File: src/mccr_pkg.sv
// types and constants shared by the midi cc range remapper
package mccr_pkg;

    localparam int ValW    = 7;
    localparam int ChanW   = 4;
    localparam int StatW   = 8;
    localparam int CfgIdxW = 3;
    localparam int CfgW    = 7;

    localparam int ProdW   = 16;
    localparam int NumW    = 17;
    localparam int MagW    = 15;
    localparam int DenW    = 8;
    localparam int QuoW    = 7;
    localparam int SumW    = 10;

    localparam logic [StatW-1:0] CC_STATUS = 8'hB0;
    localparam logic [ValW-1:0]  VAL_MAX   = 7'd127;

    typedef enum logic [CfgIdxW-1:0] {
        REG_BLOCK_ALL   = 3'd0,
        REG_PASS_ZERO   = 3'd1,
        REG_PASS_TOP    = 3'd2,
        REG_IN_LOW      = 3'd3,
        REG_IN_HIGH     = 3'd4,
        REG_OUT_LOW     = 3'd5,
        REG_OUT_HIGH    = 3'd6,
        REG_TARGET_CTRL = 3'd7
    } cfg_reg_t;

    typedef struct packed {
        logic [ChanW-1:0] source_channel;
        logic [ValW-1:0]  data_value;
        logic             use_forced;
        logic [ChanW-1:0] forced_channel;
    } msg_beat_t;

    typedef struct packed {
        logic             blocked;
        logic [StatW-1:0] status_byte;
        logic [ValW-1:0]  controller_number;
        logic [ValW-1:0]  mapped_value;
    } result_beat_t;

    // per-item control that rides along the divider
    typedef struct packed {
        logic             blocked;
        logic             direct;
        logic             zero_span;
        logic [ValW-1:0]  value;
        logic [ChanW-1:0] chan;
    } side_t;

    typedef struct packed {
        logic [MagW-1:0] rem;
        logic [DenW-1:0] den;
        logic [QuoW-1:0] quo;
        logic            neg;
        side_t           side;
    } div_t;

endpackage

File: src/mccr_stream_if.sv
// valid/ready channel carrying one beat of a given payload type
interface mccr_stream_if #(
    parameter type payload_t = logic
);
    logic     valid;
    logic     ready;
    payload_t payload;

    modport source (output valid, output payload, input ready);
    modport sink (input valid, input payload, output ready);
endinterface

File: src/midi_cc_range_remapper_core.sv
// top level of the midi control-change range remapper
// Takes one control-change beat per cycle and returns one result beat per input beat, in
// order, through a decode and multiply stage, a numerator stage, seven divider stages
// that each settle one quotient bit, and the output register. The seven-bit restoring
// divider makes up most of that depth; the throughput is one beat per clock while the
// output side keeps taking results. When the output stalls the whole pipeline holds.
// Configuration registers may be written only while no beat is in flight.
module midi_cc_range_remapper_core (
    input  logic                          clk,
    input  logic                          rst_n,
    input  logic                          cfg_we,
    input  logic [mccr_pkg::CfgIdxW-1:0]  cfg_index,
    input  logic [mccr_pkg::CfgW-1:0]     cfg_data,
    mccr_stream_if.sink                   msg,
    mccr_stream_if.source                 result
);
    import mccr_pkg::*;

    logic            block_all_reg;
    logic            pass_zero_reg;
    logic            pass_top_reg;
    logic [ValW-1:0] in_low_reg;
    logic [ValW-1:0] in_high_reg;
    logic [ValW-1:0] out_low_reg;
    logic [ValW-1:0] out_high_reg;
    logic [ValW-1:0] target_ctrl_reg;

    logic en;

    // stage 1
    msg_beat_t                beat;
    side_t                    s1_side_next;
    logic signed [ProdW-1:0]  s1_prod_next;
    logic [ValW-1:0]          s1_x;
    logic signed [DenW-1:0]   s1_span_out;
    logic                     s1_ident;
    logic                     s1_valid_reg;
    side_t                    s1_side_reg;
    logic signed [ProdW-1:0]  s1_prod_reg;
    logic [ValW-1:0]          s1_span_reg;

    // stage 2
    logic signed [NumW-1:0]   s2_num;
    div_t                     s2_next;
    logic                     s2_valid_reg;
    div_t                     s2_reg;

    // divider and output
    logic                     dv_valid;
    div_t                     dv_data;
    logic signed [DenW:0]     fin_q;
    logic signed [SumW-1:0]   fin_sum;
    logic [ValW-1:0]          fin_value;
    result_beat_t             result_next;
    logic                     result_valid_reg;
    result_beat_t             result_reg;

    always_ff @(posedge clk or negedge rst_n)
    begin
        if (!rst_n)
        begin
            block_all_reg   <= 1'b0;
            pass_zero_reg   <= 1'b1;
            pass_top_reg    <= 1'b1;
            in_low_reg      <= '0;
            in_high_reg     <= VAL_MAX;
            out_low_reg     <= '0;
            out_high_reg    <= VAL_MAX;
            target_ctrl_reg <= '0;
        end
        else if (cfg_we)
        begin
            case (cfg_reg_t'(cfg_index))
                REG_BLOCK_ALL:   block_all_reg   <= cfg_data[0];
                REG_PASS_ZERO:   pass_zero_reg   <= cfg_data[0];
                REG_PASS_TOP:    pass_top_reg    <= cfg_data[0];
                REG_IN_LOW:      in_low_reg      <= cfg_data;
                REG_IN_HIGH:     in_high_reg     <= cfg_data;
                REG_OUT_LOW:     out_low_reg     <= cfg_data;
                REG_OUT_HIGH:    out_high_reg    <= cfg_data;
                REG_TARGET_CTRL: target_ctrl_reg <= cfg_data;
                default:         ;
            endcase
        end
    end

    assign en        = !result_valid_reg || result.ready;
    assign msg.ready = en;

    // stage 1: classify the value and form span_out * x
    always_comb
    begin
        beat         = msg.payload;
        s1_ident     = (in_low_reg == '0) && (in_high_reg == VAL_MAX)
                    && (out_low_reg == '0) && (out_high_reg == VAL_MAX);
        s1_x         = beat.data_value - in_low_reg;
        s1_span_out  = $signed({1'b0, out_high_reg}) - $signed({1'b0, out_low_reg});
        s1_prod_next = ProdW'(s1_span_out * $signed({1'b0, s1_x}));

        s1_side_next           = '0;
        s1_side_next.chan      = beat.use_forced ? beat.forced_channel : beat.source_channel;
        s1_side_next.zero_span = (in_low_reg == in_high_reg);
        s1_side_next.value     = beat.data_value;
        if (s1_ident)
        begin
            s1_side_next.direct = 1'b1;
        end
        else if (beat.data_value == '0 && pass_zero_reg)
        begin
            s1_side_next.direct = 1'b1;
        end
        else if (beat.data_value == VAL_MAX && pass_top_reg)
        begin
            s1_side_next.direct = 1'b1;
        end
        else if (beat.data_value < in_low_reg || beat.data_value > in_high_reg)
        begin
            s1_side_next.blocked = 1'b1;
        end
        if (block_all_reg)
        begin
            s1_side_next.blocked = 1'b1;
        end
    end

    always_ff @(posedge clk or negedge rst_n)
    begin
        if (!rst_n)
        begin
            s1_valid_reg <= 1'b0;
            s2_valid_reg <= 1'b0;
        end
        else if (en)
        begin
            s1_valid_reg <= msg.valid;
            s2_valid_reg <= s1_valid_reg;
        end
    end

    always_ff @(posedge clk)
    begin
        if (en)
        begin
            s1_side_reg <= s1_side_next;
            s1_prod_reg <= s1_prod_next;
            s1_span_reg <= in_high_reg - in_low_reg;
            s2_reg      <= s2_next;
        end
    end

    // stage 2: numerator 2*span_out*x + span_in, split into sign and magnitude
    always_comb
    begin
        s2_num       = (NumW'(s1_prod_reg) <<< 1) + $signed({{(NumW-ValW){1'b0}}, s1_span_reg});
        s2_next      = '0;
        s2_next.neg  = s2_num[NumW-1];
        s2_next.rem  = s2_num[NumW-1] ? MagW'(-s2_num) : MagW'(s2_num);
        s2_next.den  = {s1_span_reg, 1'b0};
        s2_next.side = s1_side_reg;
    end

    mccr_div u_div (
        .clk       (clk),
        .rst_n     (rst_n),
        .en        (en),
        .in_valid  (s2_valid_reg),
        .in_data   (s2_reg),
        .out_valid (dv_valid),
        .out_data  (dv_data)
    );

    // floor toward minus infinity, add out_low, saturate; direct and zero-span beats skip this
    always_comb
    begin
        fin_q = $signed({2'b00, dv_data.quo});
        if (dv_data.neg)
        begin
            fin_q = -fin_q - $signed({{DenW{1'b0}}, (dv_data.rem != '0)});
        end
        fin_sum = $signed({3'b000, out_low_reg}) + SumW'(fin_q);
        if (dv_data.side.direct)
        begin
            fin_value = dv_data.side.value;
        end
        else if (dv_data.side.zero_span)
        begin
            fin_value = out_low_reg;
        end
        else if (fin_sum < 0)
        begin
            fin_value = '0;
        end
        else if (fin_sum > $signed({3'b000, VAL_MAX}))
        begin
            fin_value = VAL_MAX;
        end
        else
        begin
            fin_value = fin_sum[ValW-1:0];
        end

        result_next = '0;
        if (dv_data.side.blocked)
        begin
            result_next.blocked = 1'b1;
        end
        else
        begin
            result_next.status_byte       = CC_STATUS + {{(StatW-ChanW){1'b0}}, dv_data.side.chan};
            result_next.controller_number = target_ctrl_reg;
            result_next.mapped_value      = fin_value;
        end
    end

    always_ff @(posedge clk or negedge rst_n)
    begin
        if (!rst_n)
        begin
            result_valid_reg <= 1'b0;
        end
        else if (en)
        begin
            result_valid_reg <= dv_valid;
        end
    end

    always_ff @(posedge clk)
    begin
        if (en)
        begin
            result_reg <= result_next;
        end
    end

    assign result.valid   = result_valid_reg;
    assign result.payload = result_reg;

`ifndef SYNTHESIS
    a_blocked_zero: assert property (@(posedge clk) disable iff (!rst_n)
        result_valid_reg && result_reg.blocked |->
            result_reg.status_byte == '0 && result_reg.controller_number == '0
            && result_reg.mapped_value == '0)
        else $error("blocked beat carries nonzero fields");

    a_status_nibble: assert property (@(posedge clk) disable iff (!rst_n)
        result_valid_reg && !result_reg.blocked |-> result_reg.status_byte[7:4] == 4'hB)
        else $error("status byte is not a control change");

    a_stage_advance: assert property (@(posedge clk) disable iff (!rst_n)
        en && s1_valid_reg |=> s2_valid_reg)
        else $error("beat lost between stage 1 and stage 2");

    a_stage_hold: assert property (@(posedge clk) disable iff (!rst_n)
        !en && s1_valid_reg |=> s1_valid_reg && $stable(s1_side_reg))
        else $error("stage 1 changed during a stall");
`endif
endmodule

File: src/mccr_div.sv
// pipelined restoring divider, one quotient bit per stage
module mccr_div (
    input  logic           clk,
    input  logic           rst_n,
    input  logic           en,
    input  logic           in_valid,
    input  mccr_pkg::div_t in_data,
    output logic           out_valid,
    output mccr_pkg::div_t out_data
);
    import mccr_pkg::*;

    localparam int Steps = QuoW;

    div_t stage_data [Steps+1];
    logic stage_valid [Steps+1];
    div_t data_reg [Steps];
    logic valid_reg [Steps];

    assign stage_data[0]  = in_data;
    assign stage_valid[0] = in_valid;

    for (genvar i = 0; i < Steps; i++) begin : g_step
        localparam int Bit = Steps - 1 - i;
        logic [MagW-1:0] shifted;
        div_t            data_next;

        assign stage_data[i+1]  = data_reg[i];
        assign stage_valid[i+1] = valid_reg[i];

        always_comb
        begin
            shifted   = MagW'(stage_data[i].den) << Bit;
            data_next = stage_data[i];
            if (stage_data[i].rem >= shifted)
            begin
                data_next.rem      = stage_data[i].rem - shifted;
                data_next.quo[Bit] = 1'b1;
            end
            else
            begin
                data_next.quo[Bit] = 1'b0;
            end
        end

        always_ff @(posedge clk or negedge rst_n)
        begin
            if (!rst_n)
            begin
                valid_reg[i] <= 1'b0;
            end
            else if (en)
            begin
                valid_reg[i] <= stage_valid[i];
            end
        end

        always_ff @(posedge clk)
        begin
            if (en)
            begin
                data_reg[i] <= data_next;
            end
        end
    end

    assign out_valid = stage_valid[Steps];
    assign out_data  = stage_data[Steps];
endmodule
File: src/flat_wrapper.sv
// flat-port wrapper written by rule: the top's interface ports become plain ports
module midi_cc_range_remapper_core_flat import mccr_pkg::*;
  (clk, rst_n, cfg_we, cfg_index, cfg_data, msg_valid, msg_payload, msg_ready, result_valid, result_payload, result_ready);
  mccr_stream_if msg_i ();
  mccr_stream_if result_i ();
  input  logic clk;
  input  logic rst_n;
  input  logic cfg_we;
  input  logic [mccr_pkg::CfgIdxW-1:0] cfg_index;
  input  logic [mccr_pkg::CfgW-1:0] cfg_data;
  input wire logic [$bits(msg_i.valid)-1:0] msg_valid;
  input wire logic [$bits(msg_i.payload)-1:0] msg_payload;
  output wire logic [$bits(msg_i.ready)-1:0] msg_ready;
  output wire logic [$bits(result_i.valid)-1:0] result_valid;
  output wire logic [$bits(result_i.payload)-1:0] result_payload;
  input wire logic [$bits(result_i.ready)-1:0] result_ready;
  assign msg_i.valid = msg_valid;
  assign msg_i.payload = msg_payload;
  assign msg_ready = msg_i.ready;
  assign result_valid = result_i.valid;
  assign result_payload = result_i.payload;
  assign result_i.ready = result_ready;
  midi_cc_range_remapper_core u_core (.clk(clk), .rst_n(rst_n), .cfg_we(cfg_we), .cfg_index(cfg_index), .cfg_data(cfg_data), .msg(msg_i), .result(result_i));
endmodule
File: config.mk
export PLATFORM = sky130hd
export DESIGN_NAME = midi_cc_range_remapper_core_flat
export DESIGN_NICKNAME = d
export VERILOG_FILES = /design/src/mccr_pkg.sv /design/src/mccr_stream_if.sv /design/src/midi_cc_range_remapper_core.sv /design/src/mccr_div.sv /design/src/flat_wrapper.sv
export SDC_FILE = /design/constraint.sdc
export NUM_CORES = 1
export LEC_CHECK = 0
export BUFFER_PORTS_ARGS = -buffer_cell sky130_fd_sc_hd__buf_2
export CAP_MARGIN = 20
export CORE_MARGIN = 4
export CORE_UTILIZATION = 40
export DETAILED_ROUTE_END_ITERATION = 6
export MAX_ROUTING_LAYER = met4
export PLACE_DENSITY = 0.66
export SLEW_MARGIN = 0
export SYNTH_ARGS = -nofsm -noshare
export SYNTH_HDL_FRONTEND = slang
export SYNTH_SLANG_ARGS = --single-unit
File: constraint.sdc
create_clock -name clk -period 10.2 [get_ports clk]
set_input_delay 2.04 -clock clk [delete_from_list [all_inputs] [get_ports clk]]
set_output_delay 2.04 -clock clk [all_outputs]
set_load 0.05 [all_outputs]
Word-level counts from Yosys, hierarchy flattened
Memory sizes are Yosys's and may differ from the RTL's.
Cells that the tools add are included.

storage, ports and cells
  word-level logic and storage cells = 106
  memories kept = 1
  bits of input ports = 16
  output and inout port bits = 3
  flip-flop bits (word level) = 93
  bits in writable memories = 315

memory list
  name                   words  bits a word  rd ports  clocked after memory_dff  write ports  line            RTL
  u_core.u_div.data_reg  7      45           7         0                         7            mccr_div.sv:17  div_t data_reg [Steps];

cells by class
  multiplexer cells = 26
  $lt $le $gt $ge = 11
  reductions and logical operators = 16
  $mul = 1
  add/subtract/negate cells = 15
  equality and inequality tests = 8

operators by type and width
  operator              count
  $mux W15              8
  $add A17 B8 Y17       1
  $mux W1               17
  $mul A8 B8 Y16        1
  $ge A15 B10 Y1        1
  $ge A15 B11 Y1        1
  $ge A15 B12 Y1        1
  $ge A15 B13 Y1        1
  $ge A15 B14 Y1        1
  $ge A15 B8 Y1         1
  $ge A15 B9 Y1         1
  $neg A15 Y15          1
  $reduce_bool A15 Y1   1
  $sub A15 B10 Y15      1
  $sub A15 B11 Y15      1
  $sub A15 B12 Y15      1
  $sub A15 B13 Y15      1
  $sub A15 B14 Y15      1
  $sub A15 B8 Y15       1
  $sub A15 B9 Y15       1
  $eq A7 B7 Y1 const B  2
  $logic_not A7 Y1      2
  $reduce_and A2 Y1     6
  $add A8 B9 Y10        1
  other kinds (18)      23

Logic depth before layout (Yosys ltp)
An unclocked memory read counts as a cell.

  depth after elaboration = 10
  depth in mapped cells = 25
  mapped depth without buffers = 25

Cells and area by module
A second synthesis with hierarchy kept.

second synthesis, totals
  cells, all modules = 1608
  area, all modules = 20412.1 µm²

by module, submodules not included
  module                       area each (µm²)  sequential area each (µm²)  instances  cells an instance
  mccr_div                     13120.1          9003.6                      1          898
  midi_cc_range_remapper_core  7292.0           2406.1                      1          710

Worst setup path before layout
Ideal clock, no wire load.

  path kind = input to output
  start = input result_ready
  end = output msg_ready
  required time = 8.160 ns
  path slack = 0.761 ns
  path buffers = 1
  arrival = 7.399 ns
  stages = 3
  cell sequence = nor2b_1 buf_1 inv_1

on the way
  word-level cells in the longest chain between the ends = 1

RTL lines
  item                line                               RTL
  start, declared     flat_wrapper.sv:16                 input wire logic [$bits(result_i.ready)-1:0] result_ready;
  $logic_or A1 B1 Y1  midi_cc_range_remapper_core.sv:87  assign en = !result_valid_reg || result.ready;
  end, declared       flat_wrapper.sv:13                 output wire logic [$bits(msg_i.ready)-1:0] msg_ready;

Every way passes these cells.

Final worst setup path
  start = register u_core.out_low_reg[1]
  end = register u_core.s1_prod_reg[15] (data pin)

on the way
  word-level cells in the longest chain between the ends = 2

RTL lines
  item                         line                                RTL
  start, declared              midi_cc_range_remapper_core.sv:24   logic [ValW-1:0] out_low_reg;
  start signal, assigned       midi_cc_range_remapper_core.sv:79   REG_OUT_LOW: out_low_reg <= cfg_data;
  $sub A7 B7 Y8                midi_cc_range_remapper_core.sv:97   s1_span_out = $signed({1'b0, out_high_reg}) - $signed({1'b0, out_low_reg});
  $mul A8 B8 Y16               midi_cc_range_remapper_core.sv:98   s1_prod_next = ProdW'(s1_span_out * $signed({1'b0, s1_x}));
  via u_core.s1_prod_next[15]  midi_cc_range_remapper_core.sv:33   logic signed [ProdW-1:0] s1_prod_next;
  end signal, assigned         midi_cc_range_remapper_core.sv:145  s1_prod_reg <= s1_prod_next;
  end, declared                midi_cc_range_remapper_core.sv:39   logic signed [ProdW-1:0] s1_prod_reg;

The timed path passes the listed nets, and every way through them passes these cells.
A chain may end at the register's enable or synchronous reset.

==> qor.txt <==
Fin Hold WS = 0.396 ns
Post-CTS setup buffers = 0
RSZ-0062 raised after global routing = false
Critical Path Max Stage Delay = 0.57 ns
Effective utilization at floorplan = 40.7%
Setup-failing EPs final = 0
CP Launch Type = flop
Max Freq = 0.150 GHz
Max-Cap Viols = 0
Total track usage = 13.6%
WL/cell = 14.8 µm
Required time of the critical path = 10.48 ns
Worst Hold Class = flop to flop
Ports = 19
Antenna violations before repair = 0
Inserted Clock Buffers = 28
Async SR Flop Fraction = 13.8%
CTS Hold Bufs = 0
GR Overflow Total = 0
Post-route ant nets = 0
Critical path buffer and inverter count = 4
Top FF cell, synth = edfxtp_1
Area growth, synth to finish = 9.85%
DR DRC count = 0
Minimum clock period = 6.68 ns
Gpl congestion = 0.842
Vias = 10167
FP Rows = 74
Clk buf depth = 3
Number of synthesized flops with an enable pin = 249
Max reg flops = 197
Warnings, synthesis = 0
Reg clk slew, reported paths = 0.06 ns
Share of cells above drive strength 1 = 10.7%
Global-route wire length before repair = 49400 µm
Antenna diodes = 0
DR vias/cell = 5.03
Detailed-route wire length = 30000 µm
Core area = 41200 µm²
Die area = 45300 µm²
Height of the die = 213 µm
Setup tns final = 0 ns
Slew @ Worst Pin = 1.09 ns
Clock sinks = 289
Critical-path maximum fanout = 9
Post-Syn Area per Cell = 11.7 µm²
Critical path data arrival time = 6.97 ns
Worst Setup Slack, final = 3.52 ns
Chip width = 213 µm
Run status = complete, no violations
Crit end category = flop
Critical path, cell by cell = inv_1 > ha_1 > nor2b_1 > o21ai_0 > a21boi_0 > o21ai_0 > a21boi_0 > o21ai_0 > nor2b_1 > nand2_1 > fa_1 > inv_1 > fa_1 > fa_1 > inv_1 > fa_1 > inv_1 > ha_1 > a21o_1 > a31o_2 > a41o_1 > o41ai_1 > xnor2_1
Number of global-route vias before repair = 10349
Final HPWL DP = 22500 µm
Max Clock Skew = 0.0279 ns
H-Tree Level Count = 1
Synthesized area = 16800 µm²
Worst rel slew slack = 27.4%
Max-slew violations = 0
Pin count of the biggest net entering global routing = 101
Crit path kind = flop to flop
Worst-Skew Late Latency = 0.57 ns
CTS tree = yes
Total iterations of the first detailed-routing run = 4
Initial DRC count = 525
Slowest CP cell = fa_1
#FFs+latches synth = 289
Net Count, Synth = 1626
Top delay family on crit path = adder cells
Cells after synthesis = 1432
Placement Setup Slack = 3.51 ns
I/O Buffers = 17
Cts repair resizes = 0
Root buf cell = clkbuf_16
Synth cell types = 73
Post-synthesis sequential area ratio = 50.6%
Fin crit share = 65.5%
Nets = 1664
Hold Violations, Final = 0
## cell usage after synthesis, types with 3 or more instances
cell / n / area share, %
nand3_1: 13 / 0.39
or3_1: 5 / 0.19
dfrtp_1: 25 / 3.7
nand2_1: 93 / 2.1
a211oi_1: 3 / 0.13
inv_1: 199 / 4.4
nor4b_1: 6 / 0.31
nand4_1: 15 / 0.56
a31o_2: 3 / 0.16
and2_1: 13 / 0.48
and3_1: 4 / 0.15
o21a_1: 5 / 0.22
nor3b_1: 3 / 0.13
dfstp_2: 15 / 2.3
nor2b_1: 34 / 1.3
nor3_2: 3 / 0.18
o21ai_0: 58 / 1.7
xnor2_1: 70 / 3.7
nor3_1: 29 / 0.86
a21o_1: 23 / 1.0
xor2_1: 26 / 1.4
nor4_1: 13 / 0.48
ha_1: 121 / 9.0
nor2_1: 98 / 2.2
a21oi_1: 63 / 1.9
o21ai_1: 8 / 0.24
fa_1: 57 / 6.8
a21boi_0: 12 / 0.54
nor2_2: 3 / 0.11
or2_2: 7 / 0.26
o31ai_1: 6 / 0.27
o211ai_1: 6 / 0.27
nand4b_1: 10 / 0.52
nand2b_1: 16 / 0.60
o21bai_1: 7 / 0.31
edfxtp_1: 249 / 45
mux2_2: 54 / 3.6
mux2i_1: 6 / 0.36
clkbuf_1: 7 / 0.16
## path summary, 6_finish.rpt
kind,start,to,slack [ns],cells after the start
setup / recovery,u_core.out_low_reg[1],u_core.s1_prod_reg[15],3.52,23
hold / removal,u_core.u_div.data_reg[1][21],u_core.u_div.data_reg[2][21],0.40,0
setup reg to reg,u_core.out_low_reg[1],u_core.s1_prod_reg[15],3.52,23
hold reg to reg,u_core.u_div.data_reg[1][21],u_core.u_div.data_reg[2][21],0.40,0
max in group asynchronous,rst_n,u_core.in_low_reg[6],8.05,1
min in group asynchronous,rst_n,u_core.result.valid,1.58,1
## per-layer routing
layer	vias to the layer above	GRT usage (%)	wire length, µm
met3	54	2.35	819
met4	0	3.55	754
met5	-	-	0
met2	114	24.1	15400
met1	4919	16.1	13000
li1	5080	-	-
## cells in the final DEF, fill, tap and decap left out, drive strengths merged, types with 23 or more instances in the layout
cell type / netlist / routed
a21o: 23 / 23
a21oi: 65 / 65
clkbuf: 7 / 29
dfrtp: 25 / 25
edfxtp: 249 / 249
fa: 57 / 57
ha: 121 / 121
inv: 200 / 200
mux2: 54 / 54
nand2: 93 / 93
nor2: 101 / 101
nor2b: 34 / 34
nor3: 33 / 33
o21ai: 66 / 66
xnor2: 71 / 71
xor2: 27 / 27
## through the flow
stage	area (µm²)	std cells	util, %
6_report	18400	2022	44.8
4_1_cts	18400	2021	44.7
5_1_grt	18400	2022	44.8
2_1_floorplan	16800	1432	-
3_3_place_gp	17500	1971	42.5
3_5_place_dp	17500	1971	42.5
## logic make-up (layout without fill, tap and decap cells)
family | count (synthesis) | in the layout | synth area share [%]
AND/OR/NAND/NOR | 376 | 376 | 11.5
flip-flops | 289 | 289 | 50.6
AO/OA/AOI/OAI | 219 | 219 | 8.12
buffers and inverters | 212 | 270 | 4.80
adder cells (fa/ha/maj) | 178 | 178 | 15.8
XOR/XNOR | 98 | 98 | 5.20
multiplexers | 60 | 60 | 3.98
## cell type report
cell class / count / area, µm²
clock inverters: 21 / 225
inverters: 200 / 758
well taps: 532 / 666
multi-input cells: 931 / 7480
repair buffers: 20 / 105
fillers: 3718 / 22800
flip-flops and latches: 289 / 8500
clock buffers: 29 / 704
Power is not shown: default switching activity piles up to over one toggle a cycle in this logic, so the estimate is an artifact.
